**src/rtl/core/bbc_ram.sv**
```systemverilog
// ----------------------------------------------------------------------------
// bbc_ram
// Generic single write port, single read port RAM with registered read data.
// ----------------------------------------------------------------------------
module bbc_ram #(
    parameter int WIDTH = 80,
    parameter int DEPTH = 16
) (
    input  logic                     clk,
    input  logic                     we,
    input  logic [$clog2(DEPTH)-1:0] waddr,
    input  logic [WIDTH-1:0]         wdata,
    input  logic [$clog2(DEPTH)-1:0] raddr,
    output logic [WIDTH-1:0]         rdata
);

    logic [WIDTH-1:0] mem [DEPTH];

    // Write and registered read
    always_ff @(posedge clk)
    begin
        if (we)
        begin
            mem[waddr] <= wdata;
        end
        rdata <= mem[raddr];
    end

endmodule

```
**config.mk**
```make
export PLATFORM = sky130hd
export DESIGN_NAME = bbc_ram
export DESIGN_NICKNAME = d
export VERILOG_FILES = /design/src/rtl/core/bbc_ram.sv
export SDC_FILE = /design/constraint.sdc
export NUM_CORES = 1
export LEC_CHECK = 0
export ABC_CLOCK_PERIOD_IN_PS = 19400
export BUFFER_PORTS_ARGS = -buffer_cell sky130_fd_sc_hd__buf_2
export CAP_MARGIN = 20
export CORE_ASPECT_RATIO = 0.75
export CORE_MARGIN = 5
export CORE_UTILIZATION = 45
export DETAILED_ROUTE_END_ITERATION = 12
export PLACE_DENSITY = 0.68
export RECOVER_POWER = 50
export SLEW_MARGIN = 20
export SYNTH_ARGS = -nofsm -noshare
export SYNTH_HDL_FRONTEND = slang
export SYNTH_SLANG_ARGS = --single-unit
export TNS_END_PERCENT = 1
```
**constraint.sdc**
```tcl
create_clock -name clk -period 19.4 [get_ports clk]
set_input_delay 0.97 -clock clk [delete_from_list [all_inputs] [get_ports clk]]
set_output_delay 0.97 -clock clk [all_outputs]
set_load 0.005 [all_outputs]
```
==> out/results.ini <==
[clocking]
cts_tree=yes
htree_levels=4
clk-insertion-delay-late_ps=720
numClockSinks=1360
cts.path.max_buffers=3
cts.clk_slew.worst_paths_ps=60
numCtsBuffers=131
post_cts_resized=0
root_buffer=clkbuf_16
ctsHoldBuffers=0
post_cts_buffers=0

[finish]
fin_area_sq_mm=0.05626
nets=2387
fill_cells=8254
multi_input_area_sq_mm=0.008921
fin_util_pct=51.53
drive_above_1_share_pct=27.15
seq_area_sq_mm=0.04004
areaGrowthSynthToFinish_pct=13.83

[place]
place_congestion=0.7186
numPortBuffers=169
dp_slack_ps=15080
dpl.hpwl_microns=57160
dpl_cell_area_sq_mm=0.05206

[logic_synthesis]
synth_top_area_cell=edfxtp_1
postSynthCellCount=2054
yosysMostFrequentCell=edfxtp_1
synth_fp_nets=2144
ys_ff_latch=1360
synthArstFlopShare_pct=0
syn-cell-area_sq_mm=0.04942
synthTopCellsByCount=1280 x edfxtp_1, 320 x mux4_2, 160 x a22oi_1, 81 x nand2_1, 80 x dfxtp_1
ys_seq_area_share_pct=81.01
avgSynthCellArea_sq_um=24.06
netlist.area_leader.share_pct=77.77
synth_cell_types=18
synth_area_leaders=edfxtp_1 78%, mux4_2 15%, dfxtp_1 3.2%
synth_flop_cell=edfxtp_1
synth_edf_count=1280
yosysWarnings=0

[sta]
tightest_slew_ps=2100
finalHoldViolations=0
setup_tns_ps=0
slew_violations=66
skew_ps=29.07
rsz0062_at_grt=false
fmax_ghz=0.2339
finalSetupViolCount=0
relSlewSlack_pct=-40.49
layout_setup_ws_ps=15130
fin_crit_ps=4275
fin_crit_sh_pct=22.04

[run_status]
violations=max-capacitance violations, max-slew violations
status=complete, but fails checks

[critical_path]
cpMostUsedCell=buf_4
worstPathCellList=clkbuf_1, nand2b_1, nor2_1, buf_4, buf_4
r2r-start=mem[3][4]
path_class=input pin to flop
reg2reg_slack_ps=17950
crit_path_end_kind=flop
path_delay_family=simple AND/OR/NAND/NOR gates
worstReg2RegEnd=rdata[4]
required_ps=19740
worstSetupStartpointType=input pin
arrival_ps=4610
crit_start=waddr[0]
crit_path_max_incr_delay_ps=1590
rr_worst_depth=3
cp.depth=5
worstPathMaxFanout=37
cp_num_buf_inv=3
endpoint=mem[5][40]
cpMaxStageDelayCell=nor2_1

[global_route]
track_usage_pct=19.06
grt_pass1_vias=23360
antenna_found_initial=18
grt_max_degree=114
gr-total-overflow=0
grt_pass1_wl_microns=161900

[routing]
route.detailed.drc=0
drt_iter0_drc=2574
routed_wl_microns=110900
drtAntennaViolNets=0
first_pass_iters=5
num_vias=22630
via_per_inst=5.868
routedWlPerCell_microns=28.76

[floorplanning]
dieArea_sq_mm=0.1166
initial_core_util_pct=45.27
ios=170
die_h_microns=297.0
fp-row-count=105
die_x_microns=392.7
core-area_sq_mm=0.1092

[flow_run]
drv_cap=4

[power]
p_leak_uw=0.01779
peakVddDrop_mv=0.06505
p_per_area_mw_per_mm2=108.8

[min_path]
hold_class=flop to flop

-- kinds of logic (layout without fill, tap and decap cells) --
| family | after synthesis | after routing | synth area share, % |
|---|---|---|---|
| buffers and inverters | 107 | 458 | 1.099 |
| AND/OR/NAND/NOR | 107 | 107 | 0.8759 |
| flip-flops | 1360 | 1360 | 81.01 |
| other | 0 | 8 | 0 |
| AO/OA/AOI/OAI | 160 | 160 | 2.430 |
| multiplexers | 320 | 320 | 14.58 |
-- worst min path at each step --
stage / cells after the start / endpoint / startpoint / slack, ps
2_1_floorplan: 3 / rdata[0] / mem[14][0] / 630
3_3_place_gp: 3 / rdata[10] / mem[15][10] / 650
3_5_place_dp: 3 / rdata[9] / mem[15][9] / 650
4_1_cts: 1 / mem[2][58] / wdata[58] / 560
5_1_grt: 3 / rdata[7] / mem[15][7] / 690
6_report: 3 / rdata[61] / mem[7][61] / 670
-- stage by stage --
step / total power [uW] / hold WS, ps / cells
floorplan: 3522 / 634.9 / 2054
global placement: 3642 / 651.4 / 3608
detailed placement: 3654 / 653.4 / 3608
CTS: 6186 / 559.5 / 3849
global route: 6333 / 688.2 / 3851
finish: 6122 / 667.7 / 3857
-- per-layer routing --
layer | global-route usage (%) | wire [microns] | vias to the layer above
met1 | 28.12 | 46810 | 12170
met3 | 4.632 | 9591 | 171
met4 | 4.405 | 1868 | 14
met5 | 0 | 92 | -
met2 | 29.21 | 52560 | 978
li1 | - | - | 9301
-- tightest hold or removal path, cell delays in order, from the launching register on --
cell and delay, ps:
edfxtp_1 310, mux4_2 220, a22oi_1 60, nand2_1 60
-- state kept, by name, summed over array words and instances (netlist names) --
signal and flops:
rdata 80, mem 1280
-- where the power goes --
part / internal (uW) / switching [uW]
Clock: 1480 / 1060
Sequential: 3290 / 24.6
Combinational: 109 / 164
Total: 4880 / 1240
-- layout make-up --
cell class              instances  share of cell area [%]
flip-flops and latches       1360                   71.17
diodes                          8                 0.03559
clock buffers                 182                   6.537
repair buffers                217                   2.017
multi-input cells             587                   15.86
well taps                    1444                   3.212
clock inverters                59                   1.168
-- cell usage in the layout (no fill, tap or decap), types with 3 or more instances in the layout --
cell / instances
clkinv_2: 15
dfxtp_1: 80
nand2_1: 81
clkbuf_1: 122
nor2_1: 6
inv_6: 4
clkinvlp_4: 5
bufinv_16: 11
clkbuf_8: 8
diode_2: 8
a22oi_1: 160
inv_16: 3
edfxtp_1: 1280
nor2_4: 7
buf_4: 43
clkinv_4: 3
clkbuf_16: 137
mux4_2: 320
buf_2: 84
clkinv_1: 16
Power figures use the tool's default switching activity.
